## config.mk

```make
export PLATFORM = sky130hd
export DESIGN_NAME = amx_mac
export DESIGN_NICKNAME = d
export VERILOG_FILES = /design/src/hdl/amx_pkg.sv /design/src/hdl/amx_mac.sv
export SDC_FILE = /design/constraint.sdc
export NUM_CORES = 2
export LEC_CHECK = 0
export BUFFER_PORTS_ARGS = -buffer_cell sky130_fd_sc_hd__buf_2
export CORE_ASPECT_RATIO = 2
export CORE_MARGIN = 4
export CORE_UTILIZATION = 65
export CTS_CLUSTER_SIZE = 25
export DETAILED_ROUTE_END_ITERATION = 6
export MAX_ROUTING_LAYER = met4
export PLACE_DENSITY = 0.83
export RECOVER_POWER = 100
export SYNTH_ARGS = -nofsm -noshare
export SYNTH_HDL_FRONTEND = slang
export SYNTH_SLANG_ARGS = --single-unit
```

## constraint.sdc

```tcl
create_clock -name clk_i -period 16 [get_ports clk_i]
set_input_delay 4 -clock clk_i [delete_from_list [all_inputs] [get_ports clk_i]]
set_output_delay 4 -clock clk_i [all_outputs]
set_load 0.01 [all_outputs]
```

## src/hdl/amx_pkg.sv

```systemverilog
// shared types, constants and the microcode table of the affine matrix inverse
`default_nettype none
package amx_pkg;

  localparam int DATA_W = 32;
  localparam int ELEMS  = 12;
  localparam int IDX_W  = 4;
  localparam int OP_W   = 33;
  localparam int PROD_W = 66;
  localparam int ACC_W  = 100;
  localparam int NUM_W  = 136;
  localparam int QW     = 35;
  localparam int UOP_N  = 42;
  localparam int UOP_W  = 6;
  localparam logic [IDX_W-1:0] DET_IDX  = 4'd12;
  localparam logic [IDX_W-1:0] LAST_IDX = 4'd11;
  localparam logic [IDX_W-1:0] TRANS_IDX = 4'd9;

  typedef logic signed [ACC_W-1:0] acc_t;
  typedef logic signed [PROD_W-1:0] prod_t;
  typedef logic [NUM_W-1:0] num_t;

  typedef enum logic [3:0] {
    ST_LOAD, ST_RDA, ST_RDB, ST_MUL, ST_ACC, ST_WB, ST_DRD, ST_DIV, ST_WAIT, ST_EMIT
  } state_e;

  typedef enum logic [1:0] {B_EL, B_HI, B_LO} bsel_e;

  typedef struct packed {
    logic [IDX_W-1:0] a_idx;
    bsel_e            b_sel;
    logic [IDX_W-1:0] b_idx;
    logic             sub;
    logic             first;
    logic             last;
    logic [IDX_W-1:0] dest;
  } uop_t;

  typedef struct packed {
    logic mul_en;
    logic acc_en;
    logic first;
    logic sub;
    logic shl32;
  } mac_ctrl_t;

  // cofactors (pairs), translation terms and determinant (hi/lo limb pairs)
  localparam uop_t UOP_TABLE [UOP_N] = '{
    '{4'd4, B_EL, 4'd8, 1'b0, 1'b1, 1'b0, 4'd0},
    '{4'd5, B_EL, 4'd7, 1'b1, 1'b0, 1'b1, 4'd0},
    '{4'd3, B_EL, 4'd8, 1'b0, 1'b1, 1'b0, 4'd3},
    '{4'd5, B_EL, 4'd6, 1'b1, 1'b0, 1'b1, 4'd3},
    '{4'd3, B_EL, 4'd7, 1'b0, 1'b1, 1'b0, 4'd6},
    '{4'd4, B_EL, 4'd6, 1'b1, 1'b0, 1'b1, 4'd6},
    '{4'd1, B_EL, 4'd8, 1'b0, 1'b1, 1'b0, 4'd1},
    '{4'd2, B_EL, 4'd7, 1'b1, 1'b0, 1'b1, 4'd1},
    '{4'd0, B_EL, 4'd8, 1'b0, 1'b1, 1'b0, 4'd4},
    '{4'd2, B_EL, 4'd6, 1'b1, 1'b0, 1'b1, 4'd4},
    '{4'd0, B_EL, 4'd7, 1'b0, 1'b1, 1'b0, 4'd7},
    '{4'd1, B_EL, 4'd6, 1'b1, 1'b0, 1'b1, 4'd7},
    '{4'd1, B_EL, 4'd5, 1'b0, 1'b1, 1'b0, 4'd2},
    '{4'd2, B_EL, 4'd4, 1'b1, 1'b0, 1'b1, 4'd2},
    '{4'd0, B_EL, 4'd5, 1'b0, 1'b1, 1'b0, 4'd5},
    '{4'd2, B_EL, 4'd3, 1'b1, 1'b0, 1'b1, 4'd5},
    '{4'd0, B_EL, 4'd4, 1'b0, 1'b1, 1'b0, 4'd8},
    '{4'd1, B_EL, 4'd3, 1'b1, 1'b0, 1'b1, 4'd8},
    '{4'd9,  B_HI, 4'd0, 1'b0, 1'b1, 1'b0, 4'd9},
    '{4'd9,  B_LO, 4'd0, 1'b0, 1'b0, 1'b0, 4'd9},
    '{4'd10, B_HI, 4'd3, 1'b1, 1'b0, 1'b0, 4'd9},
    '{4'd10, B_LO, 4'd3, 1'b1, 1'b0, 1'b0, 4'd9},
    '{4'd11, B_HI, 4'd6, 1'b0, 1'b0, 1'b0, 4'd9},
    '{4'd11, B_LO, 4'd6, 1'b0, 1'b0, 1'b1, 4'd9},
    '{4'd9,  B_HI, 4'd1, 1'b0, 1'b1, 1'b0, 4'd10},
    '{4'd9,  B_LO, 4'd1, 1'b0, 1'b0, 1'b0, 4'd10},
    '{4'd10, B_HI, 4'd4, 1'b1, 1'b0, 1'b0, 4'd10},
    '{4'd10, B_LO, 4'd4, 1'b1, 1'b0, 1'b0, 4'd10},
    '{4'd11, B_HI, 4'd7, 1'b0, 1'b0, 1'b0, 4'd10},
    '{4'd11, B_LO, 4'd7, 1'b0, 1'b0, 1'b1, 4'd10},
    '{4'd9,  B_HI, 4'd2, 1'b0, 1'b1, 1'b0, 4'd11},
    '{4'd9,  B_LO, 4'd2, 1'b0, 1'b0, 1'b0, 4'd11},
    '{4'd10, B_HI, 4'd5, 1'b1, 1'b0, 1'b0, 4'd11},
    '{4'd10, B_LO, 4'd5, 1'b1, 1'b0, 1'b0, 4'd11},
    '{4'd11, B_HI, 4'd8, 1'b0, 1'b0, 1'b0, 4'd11},
    '{4'd11, B_LO, 4'd8, 1'b0, 1'b0, 1'b1, 4'd11},
    '{4'd0, B_HI, 4'd0, 1'b0, 1'b1, 1'b0, 4'd12},
    '{4'd0, B_LO, 4'd0, 1'b0, 1'b0, 1'b0, 4'd12},
    '{4'd1, B_HI, 4'd3, 1'b1, 1'b0, 1'b0, 4'd12},
    '{4'd1, B_LO, 4'd3, 1'b1, 1'b0, 1'b0, 4'd12},
    '{4'd2, B_HI, 4'd6, 1'b0, 1'b0, 1'b0, 4'd12},
    '{4'd2, B_LO, 4'd6, 1'b0, 1'b0, 1'b1, 4'd12}
  };

endpackage
`default_nettype wire

```

## src/hdl/amx_mac.sv

```systemverilog
// shared signed multiply-accumulate unit
`default_nettype none
module amx_mac (
  input  wire logic                       clk_i,
  input  wire logic                       rst_ni,
  input  wire amx_pkg::mac_ctrl_t         ctrl_i,
  input  wire logic signed [amx_pkg::OP_W-1:0] opa_i,
  input  wire logic signed [amx_pkg::OP_W-1:0] opb_i,
  output logic signed [amx_pkg::ACC_W-1:0]     acc_o
);

  amx_pkg::prod_t prod_q;
  amx_pkg::acc_t  acc_q, acc_d, term, base;

  always_comb begin
    term = ctrl_i.shl32 ? (amx_pkg::acc_t'(prod_q) <<< 32) : amx_pkg::acc_t'(prod_q);
    base = ctrl_i.first ? '0 : acc_q;
    acc_d = ctrl_i.sub ? (base - term) : (base + term);
  end

  always_ff @(posedge clk_i or negedge rst_ni) begin
    if (!rst_ni) begin
      prod_q <= '0;
      acc_q  <= '0;
    end else begin
      if (ctrl_i.mul_en) begin
        prod_q <= opa_i * opb_i;
      end
      if (ctrl_i.acc_en) begin
        acc_q <= acc_d;
      end
    end
  end

  assign acc_o = acc_q;

endmodule
`default_nettype wire

```

==> run metrics <==
outcome finished, violations left; failing checks design-rule violations, max-capacitance violations, max-slew violations; syn avg cell area between 8 and 9 sq um; pin count of the biggest net entering global routing 68; Post-Syn Area 54900 sq um; hpwl dp 147 mm; first-pass GRT wire length 284 mm; final core utilization 67.6%; CP Capture Type register; CTS tree done; Longest Clk Path Bufs 3; crit-path cells clkbuf_1 -> and2_1 -> fa_1 -> fa_1 -> fa_1 -> inv_1 -> fa_1 -> fa_1 -> inv_1 -> fa_1 -> fa_1 -> fa_1 -> ha_1 -> a21oi_1 -> o21ai_0 -> a211oi_1 -> o31ai_1 -> nor3_1 -> o41ai_1 -> o2111ai_1 -> and3_1 -> o31ai_1 -> xor2_1 -> mux2_2; Core Rows 150; Die H roughly 420 microns; Data arrival, critical path 14.01 ns; main area contributors after synthesis fa_1 42%, inv_1 7.8%, dfrtp_1 7.6%; clk_skew 0.0260 ns; number of synthesized flops with an enable pin 0; top-area cell type share of the netlist area 41.8%; unrepaired setup endpoints after global routing false; CTS buffer count 25; count of input and output buffers roughly 170; CP required 16.41 ns; CP dominant cell by count fa_1; Initial Util 65.6%; Setup Crit Path Kind input port to register; CP top delay family adder cells; final worst slack 2.40 ns; Post-CTS Setup Repair Bufs 0; DR iter-0 viols 3558; Buf/Inv on CP 3; Tmin final 13.60 ns; Register-to-Register Setup Slack around 8.4 ns; vias per cell 6.35; Max Cap Violations 8; Fin Setup TNS 0 ns; Tot GR Track Use a little over two fifths; CTS H-tree depth 4; Unique masters post-synth between 90 and 100; Root Buffer clkbuf_16; Period Utilization, post-route between 80 and 90%; core box area ~84000 sq um; most common cell after layout, fill and taps aside fa_1; Place WS roughly 2.6 ns; highest cell delay on the worst timing path 1.70 ns; cts hold-fix bufs 0; synthesis-to-layout area growth 3.06%; initial antenna violation count 14; synthesis warning total 0; CTS sink cnt 166; routability cong. 1.03; Worst-Skew Late Latency 0.52 ns; cells after synthesis 6154; final hold violation count 0; vias post-DR approximately 45k; fmax ~74 MHz; GRT overflow 0; Nets 7590; I/O pin total 173; critical path fanouts, max 33; CTS clock-pin slew for the worst setup and hold paths 0.07 ns; vias in the first global route 50.6k; # setup viols final 0; final routed DRC violation total 1; CP max stage cell clkbuf_1; worst hold slack between 0.5 and 0.6 ns; total routed wirelength 187 mm; layout cell share with drive strength beyond 1 4.79%; worst rel slew slack -134%; area leader, netlist fa_1; CTS resizes 0; Slew Viols, Final just under 400; ANT nets after route 0; most frequent cells in the layout 1146 x fa_1, 1137 x inv_1, 729 x nand2_1; dominant synthesized flop cell dfrtp_1; ys async rst share 100%; CP startpoint kind input port; # fillers 6800; Tightest Hold Check Type register to register; Synth Net Count 7690; Seq/Total Area, Yosys ~7.6%; die span in x 213 microns; Die ar. 89400 sq um; drt wl/cell 26.2 microns; Yosys reg bits ~170; Slew @ Worst Pin 3.51 ns; drt pass-1 iters 7
[state kept, by name, summed over array words and instances, names as in the netlist]
signal  flops
acc_o     100
prod_q     66
[routing by layer]
metal  track usage (%)  wire length, microns  part of all wire [%]  vias to the layer above
li1                  -                     -                     -                    18800
met5                 -                     0                     0                        -
met2              73.0                 92900                    50                     2679
met3              8.18                 14600                   7.8                     1276
met4              42.4                 24500                    13                        0
met1              41.3                 54900                    29                    22500
[final timing paths]
path | end | cells after the start | start
hold / removal | acc_o[66] | 2 | acc_o[66]
hold reg to reg | acc_o[66] | 2 | acc_o[66]
setup / recovery | prod_q[61] | 24 | opa_i[4]
max in group asynchronous | acc_o[62] | 2 | rst_ni
min in group asynchronous | acc_o[11] | 1 | rst_ni
setup reg to reg | acc_o[99] | 19 | prod_q[18]
[Yosys cell counts, types with 80 or more instances]
| cell | number |
|---|---|
| fa_1 | 1146 |
| inv_1 | 1137 |
| nand2_1 | 729 |
| and2_1 | 545 |
| ha_1 | 317 |
| clkbuf_1 | 308 |
| a21oi_1 | 268 |
| nor2_1 | 214 |
| dfrtp_1 | 166 |
| mux2_2 | 132 |
| xor2_1 | 127 |
| o21ai_0 | 126 |
| nor2b_1 | 120 |
| xnor2_1 | 117 |
| a21o_1 | 80 |
[cells by family (layout without fill, tap and decap cells)]
| kind of cell | Yosys count | in the layout | share of synthesized area [%] |
|---|---|---|---|
| XOR/XNOR | 245 | 245 | 3.94 |
| other | 0 | 12 | 0 |
| AO/OA/AOI/OAI | 753 | 753 | 8.58 |
| buffers and inverters | 1470 | 1376 | 10.2 |
| AND/OR/NAND/NOR | 1895 | 1895 | 17.4 |
| adder cells (fa/ha/maj) | 1463 | 1463 | 49.0 |
| flip-flops | 166 | 166 | 7.57 |
| multiplexers | 162 | 162 | 3.26 |
[worst reg2reg max path: cells and delay by family, from the launching register on]
kind,cells,cell delay [ns]
AO/OA/AOI/OAI,13,4.80
AND/OR/NAND/NOR,3,1.32
flip-flops,1,0.59
adder cells (fa/ha/maj),1,0.32
buffers and inverters,1,0.24
XOR/XNOR,1,0.18
[cell type report]
cell class / instances / area (sq um) / share of cell area [%]
clock inverter: 6 / 86.3 / 0.153
timing repair buffer: 205 / 965 / 1.71
multi-input combinational: 4518 / 45100 / 79.7
antenna: 12 / 30.0 / 0.0531
sequential: 166 / 4150 / 7.34
inverter: 1138 / 4270 / 7.55
tap: 1064 / 1330 / 2.35
clock buffer: 27 / 633 / 1.12
[stage by stage]
stage / std cells / area (sq um)
final: 7136 / 56600
after global routing: 7132 / 56500
after CTS: 7124 / 56700
after detailed placement: 7091 / 56000
after global placement: 7091 / 56000
after floorplan: 6154 / 54900
Power is left out: the tool's default activity adds up to more than one toggle a clock period on the data nets, which glitch-free logic cannot reach.
