### config.mk
export PLATFORM = sky130hd
export DESIGN_NAME = amx_div
export DESIGN_NICKNAME = d
export VERILOG_FILES = /design/src/hdl/amx_pkg.sv /design/src/hdl/amx_div.sv
export SDC_FILE = /design/constraint.sdc
export NUM_CORES = 1
export LEC_CHECK = 0
export BUFFER_PORTS_ARGS = -buffer_cell sky130_fd_sc_hd__clkbuf_2
export CORE_AREA = 2 2 246 248
export CTS_CLUSTER_SIZE = 40
export DETAILED_ROUTE_END_ITERATION = 10
export DIE_AREA = 0 0 248 250
export MAX_ROUTING_LAYER = met4
export PLACE_DENSITY = 0.62
export SYNTH_ARGS = -nofsm -noshare
export SYNTH_HDL_FRONTEND = slang
export SYNTH_SLANG_ARGS = --single-unit
### constraint.sdc
create_clock -name clk_i -period 15.1 [get_ports clk_i]
set_input_delay 0.755 -clock clk_i [delete_from_list [all_inputs] [get_ports clk_i]]
set_output_delay 0.755 -clock clk_i [all_outputs]
set_load 0.005 [all_outputs]
### src/hdl/amx_pkg.sv
// shared types, constants and the microcode table of the affine matrix inverse
`default_nettype none
package amx_pkg;

  localparam int DATA_W = 32;
  localparam int ELEMS  = 12;
  localparam int IDX_W  = 4;
  localparam int OP_W   = 33;
  localparam int PROD_W = 66;
  localparam int ACC_W  = 100;
  localparam int NUM_W  = 136;
  localparam int QW     = 35;
  localparam int UOP_N  = 42;
  localparam int UOP_W  = 6;
  localparam logic [IDX_W-1:0] DET_IDX  = 4'd12;
  localparam logic [IDX_W-1:0] LAST_IDX = 4'd11;
  localparam logic [IDX_W-1:0] TRANS_IDX = 4'd9;

  typedef logic signed [ACC_W-1:0] acc_t;
  typedef logic signed [PROD_W-1:0] prod_t;
  typedef logic [NUM_W-1:0] num_t;

  typedef enum logic [3:0] {
    ST_LOAD, ST_RDA, ST_RDB, ST_MUL, ST_ACC, ST_WB, ST_DRD, ST_DIV, ST_WAIT, ST_EMIT
  } state_e;

  typedef enum logic [1:0] {B_EL, B_HI, B_LO} bsel_e;

  typedef struct packed {
    logic [IDX_W-1:0] a_idx;
    bsel_e            b_sel;
    logic [IDX_W-1:0] b_idx;
    logic             sub;
    logic             first;
    logic             last;
    logic [IDX_W-1:0] dest;
  } uop_t;

  typedef struct packed {
    logic mul_en;
    logic acc_en;
    logic first;
    logic sub;
    logic shl32;
  } mac_ctrl_t;

  // cofactors (pairs), translation terms and determinant (hi/lo limb pairs)
  localparam uop_t UOP_TABLE [UOP_N] = '{
    '{4'd4, B_EL, 4'd8, 1'b0, 1'b1, 1'b0, 4'd0},
    '{4'd5, B_EL, 4'd7, 1'b1, 1'b0, 1'b1, 4'd0},
    '{4'd3, B_EL, 4'd8, 1'b0, 1'b1, 1'b0, 4'd3},
    '{4'd5, B_EL, 4'd6, 1'b1, 1'b0, 1'b1, 4'd3},
    '{4'd3, B_EL, 4'd7, 1'b0, 1'b1, 1'b0, 4'd6},
    '{4'd4, B_EL, 4'd6, 1'b1, 1'b0, 1'b1, 4'd6},
    '{4'd1, B_EL, 4'd8, 1'b0, 1'b1, 1'b0, 4'd1},
    '{4'd2, B_EL, 4'd7, 1'b1, 1'b0, 1'b1, 4'd1},
    '{4'd0, B_EL, 4'd8, 1'b0, 1'b1, 1'b0, 4'd4},
    '{4'd2, B_EL, 4'd6, 1'b1, 1'b0, 1'b1, 4'd4},
    '{4'd0, B_EL, 4'd7, 1'b0, 1'b1, 1'b0, 4'd7},
    '{4'd1, B_EL, 4'd6, 1'b1, 1'b0, 1'b1, 4'd7},
    '{4'd1, B_EL, 4'd5, 1'b0, 1'b1, 1'b0, 4'd2},
    '{4'd2, B_EL, 4'd4, 1'b1, 1'b0, 1'b1, 4'd2},
    '{4'd0, B_EL, 4'd5, 1'b0, 1'b1, 1'b0, 4'd5},
    '{4'd2, B_EL, 4'd3, 1'b1, 1'b0, 1'b1, 4'd5},
    '{4'd0, B_EL, 4'd4, 1'b0, 1'b1, 1'b0, 4'd8},
    '{4'd1, B_EL, 4'd3, 1'b1, 1'b0, 1'b1, 4'd8},
    '{4'd9,  B_HI, 4'd0, 1'b0, 1'b1, 1'b0, 4'd9},
    '{4'd9,  B_LO, 4'd0, 1'b0, 1'b0, 1'b0, 4'd9},
    '{4'd10, B_HI, 4'd3, 1'b1, 1'b0, 1'b0, 4'd9},
    '{4'd10, B_LO, 4'd3, 1'b1, 1'b0, 1'b0, 4'd9},
    '{4'd11, B_HI, 4'd6, 1'b0, 1'b0, 1'b0, 4'd9},
    '{4'd11, B_LO, 4'd6, 1'b0, 1'b0, 1'b1, 4'd9},
    '{4'd9,  B_HI, 4'd1, 1'b0, 1'b1, 1'b0, 4'd10},
    '{4'd9,  B_LO, 4'd1, 1'b0, 1'b0, 1'b0, 4'd10},
    '{4'd10, B_HI, 4'd4, 1'b1, 1'b0, 1'b0, 4'd10},
    '{4'd10, B_LO, 4'd4, 1'b1, 1'b0, 1'b0, 4'd10},
    '{4'd11, B_HI, 4'd7, 1'b0, 1'b0, 1'b0, 4'd10},
    '{4'd11, B_LO, 4'd7, 1'b0, 1'b0, 1'b1, 4'd10},
    '{4'd9,  B_HI, 4'd2, 1'b0, 1'b1, 1'b0, 4'd11},
    '{4'd9,  B_LO, 4'd2, 1'b0, 1'b0, 1'b0, 4'd11},
    '{4'd10, B_HI, 4'd5, 1'b1, 1'b0, 1'b0, 4'd11},
    '{4'd10, B_LO, 4'd5, 1'b1, 1'b0, 1'b0, 4'd11},
    '{4'd11, B_HI, 4'd8, 1'b0, 1'b0, 1'b0, 4'd11},
    '{4'd11, B_LO, 4'd8, 1'b0, 1'b0, 1'b1, 4'd11},
    '{4'd0, B_HI, 4'd0, 1'b0, 1'b1, 1'b0, 4'd12},
    '{4'd0, B_LO, 4'd0, 1'b0, 1'b0, 1'b0, 4'd12},
    '{4'd1, B_HI, 4'd3, 1'b1, 1'b0, 1'b0, 4'd12},
    '{4'd1, B_LO, 4'd3, 1'b1, 1'b0, 1'b0, 4'd12},
    '{4'd2, B_HI, 4'd6, 1'b0, 1'b0, 1'b0, 4'd12},
    '{4'd2, B_LO, 4'd6, 1'b0, 1'b0, 1'b1, 4'd12}
  };

endpackage
`default_nettype wire

### src/hdl/amx_div.sv
// restoring divider, one quotient bit per cycle, signed saturation to 32 bits
`default_nettype none
module amx_div (
  input  wire logic                        clk_i,
  input  wire logic                        rst_ni,
  input  wire logic                        start_i,
  input  wire logic [amx_pkg::NUM_W-1:0]   num_i,
  input  wire logic [amx_pkg::NUM_W-1:0]   den_i,
  input  wire logic                        neg_i,
  output logic                             done_o,
  output logic [amx_pkg::DATA_W-1:0]       quot_o
);

  logic [amx_pkg::NUM_W-1:0] rem_q, dsh_q;
  logic [amx_pkg::QW-1:0]    q_q;
  logic                      neg_q;
  logic [5:0]                cnt_q;
  logic                      run_q, done_q;
  logic                      ge;

  assign ge = rem_q >= dsh_q;

  always_ff @(posedge clk_i or negedge rst_ni) begin
    if (!rst_ni) begin
      run_q  <= 1'b0;
      done_q <= 1'b0;
      cnt_q  <= '0;
    end else begin
      done_q <= 1'b0;
      if (start_i) begin
        run_q <= 1'b1;
        cnt_q <= 6'(amx_pkg::QW - 1);
      end else if (run_q) begin
        cnt_q <= cnt_q - 6'd1;
        if (cnt_q == '0) begin
          run_q  <= 1'b0;
          done_q <= 1'b1;
        end
      end
    end
  end

  always_ff @(posedge clk_i) begin
    if (start_i) begin
      rem_q <= num_i;
      dsh_q <= den_i << (amx_pkg::QW - 1);
      q_q   <= '0;
      neg_q <= neg_i;
    end else if (run_q) begin
      if (ge) begin
        rem_q <= rem_q - dsh_q;
      end
      dsh_q <= dsh_q >> 1;
      q_q   <= {q_q[amx_pkg::QW-2:0], ge};
    end
  end

  // saturate to the signed 32-bit range
  always_comb begin
    if (!neg_q) begin
      quot_o = (|q_q[amx_pkg::QW-1:31]) ? 32'h7FFF_FFFF : q_q[31:0];
    end else if ((|q_q[amx_pkg::QW-1:32]) || (q_q[31] && (|q_q[30:0]))) begin
      quot_o = 32'h8000_0000;
    end else begin
      quot_o = 32'd0 - q_q[31:0];
    end
  end

  assign done_o = done_q;

endmodule
`default_nettype wire

==> impl_metrics.tcl <==
set metrics [dict create \
    synthXorXnorAreaFrac_pct 4.51 \
    clk_latency_ns 0.58 \
    leakage_nw 11.5 \
    fmax_mhz 147 \
    cts_inserted_buffers 40 \
    synth-simple-area-share_pct 19.8 \
    synth_flop_cell "edfxtp_1" \
    die_x_um 248 \
    num-fill-cells 6075 \
    crit_family "simple AND/OR/NAND/NOR gates" \
    clk_path_buf_depth 3 \
    num_vias 21700 \
    worst-path-buf-inv 2 \
    fin_worst_skew_ns 0.0201 \
    synth_area_leader_cell "edfxtp_1" \
    ir_drop_v 0.0000939 \
    cts_tree "done" \
    tns_ns 0 \
    cts_hold_buffers 0 \
    report.final.slew_viol_count 0 \
    synth_edf_count 239 \
    arrival_ns 6.07 \
    io_buffers 274 \
    status "finished, final reports clean" \
    synth-adder-area-share_pct 7.48 \
    h-tree-depth 2 \
    grt_pass1_vias 20700 \
    io_pins 309 \
    area_growth_pct 13.9 \
    tightest_slew_ns 1.08 \
    core_um2 59600 \
    final.period_utilization_pct 45.2 \
    wl_per_cell_um 18.2 \
    yosys.area.top_type_share_pct 30.5 \
    drt_iter0_markers 1577 \
    cpMostUsedCell "nand3_1" \
    die_height_um 250 \
    overflow 0 \
    rr_startpoint "rem_q[53]$_DFFE_PP_" \
    placed_cells 3847 \
    dieArea_um2 62000 \
    critPathRequiredTime_ns 14.35 \
    yosysMostFrequentCell "nand2_1" \
    clk_pin_slew_ns 0.06 \
    ys_seq_elements 316 \
    rr_endpoint "rem_q[119]$_DFFE_PP_" \
    ff2ff_setup_slack_ns 9.35 \
    synth_compound_area_share_pct 22.1 \
    drv_cap 0 \
    rsz0062_at_grt "false" \
    hp-class "in2async" \
    synthesis.area_um2 23500 \
    fin_cells 3926 \
    antenna_found_initial 5 \
    hold_viol_final 0 \
    synth_top_family_by_area "compound AO/OA/AOI/OAI gates" \
    grt_pass1_wl_um 112000 \
    drt.antenna.violating_nets 0 \
    routed_wl_um 71600 \
    ys_seq_area_share_pct 37.2 \
    clock-sinks 316 \
    synth_cell_type_count 74 \
    viasPerCell 5.52 \
    cp_cell_sequence "inv_1 -> ha_1 -> nor3b_1 -> nand3_1 -> nor4_1 -> nand3_1 -> nor4b_1 -> nand2_1 -> o21ai_1 -> nand3_1 -> o311ai_0 -> clkbuf_2" \
    critPathKind "reg2out" \
    initial_utilization_pct 39.5 \
    synth-warning-count 0 \
    p_per_area_nw_per_um2 207 \
    drive_above_1_share_pct 12.4 \
    period_needed_ns 6.82 \
    synthArstFlopShare_pct 2.53 \
    dr.pass1.iters 5 \
    reg2reg_depth 12 \
    cp-end-kind "output pin" \
    synthMuxAreaShare_pct 3.39 \
    synth_area_leaders "edfxtp_1 31%, nand2_1 8.7%, o21ai_0 8.1%" \
    gp_congestion 0.952 \
    root_buffer "clkbuf_16" \
    drc 0 \
    cts_setup_buffers 0 \
    row_count 90 \
    relSlewSlack_pct 27.2 \
    start_kind "flip-flop" \
    syn_inst 2940 \
    syn-num-nets 3356 \
    crit_path_top_delay_cell "nand3_1" \
    grtUsageTotal_pct 23.3 \
    worstPathMaxFanout 26 \
    finalSetupViolCount 0 \
    critPathMaxStageDelay_ns 0.86 \
    final_nets 3523 \
    synthTopCellsByCount "544 x nand2_1, 380 x o21ai_0, 247 x a21oi_1, 239 x edfxtp_1, 225 x nor2_1" \
    syn_avg_cell_area_um2 8.00 \
    grt_max_degree 140 \
    cts_resized 0 \
    post-dp-hpwl_um 54600 \
]
layout by cell type (no fill, tap or decap), types with 45 or more instances in the layout:
cell and count:
nor3_1 45, mux2i_1 73, o21ai_0 380, nand2_1 544
dfxtp_1 69, clkbuf_2 273, inv_1 185, ha_1 139
a21oi_1 247, xnor2_1 75, nand4_1 73, xor2_1 46
edfxtp_1 239, a21o_1 50, nor2_1 225
kinds of logic after synthesis:
kind of cell               Yosys count
and+or+nand+nor                   1047
muxes                               79
buffers and inverters              347
adders and majority gates          140
DFF                                316
AOI/OAI and AO/OA                  890
xor gates and xnor gates           121
final cells by class:
cell class                 instances  area, um^2  area share (%)
antenna                            5        12.5          0.0467
inverter                         187         704            2.63
sequential                       316        8760            32.7
clock inverter                    23         293            1.09
tap                              782         978            3.65
clock buffer                      51        1120            4.16
multi-input combinational       2277       13500            50.3
timing repair buffer             285        1460            5.46
through the flow:
stage	total power, mW	hold WS, ns	setup WS [ns]	instance area (um^2)	util [%]
4_1_cts	5.52	0.00628	8.32	26800	45.0
6_report	5.54	0.0333	8.28	26800	45.0
2_1_floorplan	3.64	0.459	7.95	23500	-
5_1_grt	5.96	0.0289	7.76	26800	45.0
3_5_place_dp	4.45	0.495	8.94	25400	42.6
3_3_place_gp	4.44	0.485	8.90	25400	42.6
worst reg2reg max path, delay by kind of cell, from the launching register on:
kind,cells,cell delay (ns)
compound gates,5,1.44
simple gates,5,2.02
flops,1,0.45
fa+ha+maj,1,0.45
buf+inv,1,0.96
state kept, by name, summed over array words and instances (netlist names):
name    count
neg_q       1
dsh_q     136
rem_q     136
q_q        35
done_o      1
cnt_q       6
run_q       1
layer usage:
layer | vias up | global-route usage, % | share of wire, %
met3 | 107 | 2.56 | 4.9
met1 | 10100 | 31.3 | 46
met2 | 591 | 37.1 | 47
li1 | 10900 | - | -
met4 | 0 | 6.57 | 2.4
met5 | - | - | 0
report_power, final:
group | switching (mW) | leakage [nW] | internal (mW)
clock network | 0.406 | 0.677 | 0.630
logic | 2.00 | 7.65 | 1.14
registers | 0.0924 | 3.20 | 1.27
worst max path at each step:
stage / start / end / slack, ns / cells past startpoint
4_1_cts: q_q[0]$_SDFFE_PP0P_ / quot_o[2] / 8.32 / 12
2_1_floorplan: rem_q[0]$_DFFE_PP_ / rem_q[0]$_DFFE_PP_ / 7.95 / 15
3_5_place_dp: q_q[0]$_SDFFE_PP0P_ / quot_o[2] / 8.94 / 12
6_report: q_q[0]$_SDFFE_PP0P_ / quot_o[2] / 8.28 / 12
5_1_grt: q_q[0]$_SDFFE_PP0P_ / quot_o[2] / 7.76 / 12
3_3_place_gp: q_q[0]$_SDFFE_PP0P_ / quot_o[15] / 8.90 / 12
(Power assumes the default switching activity.)
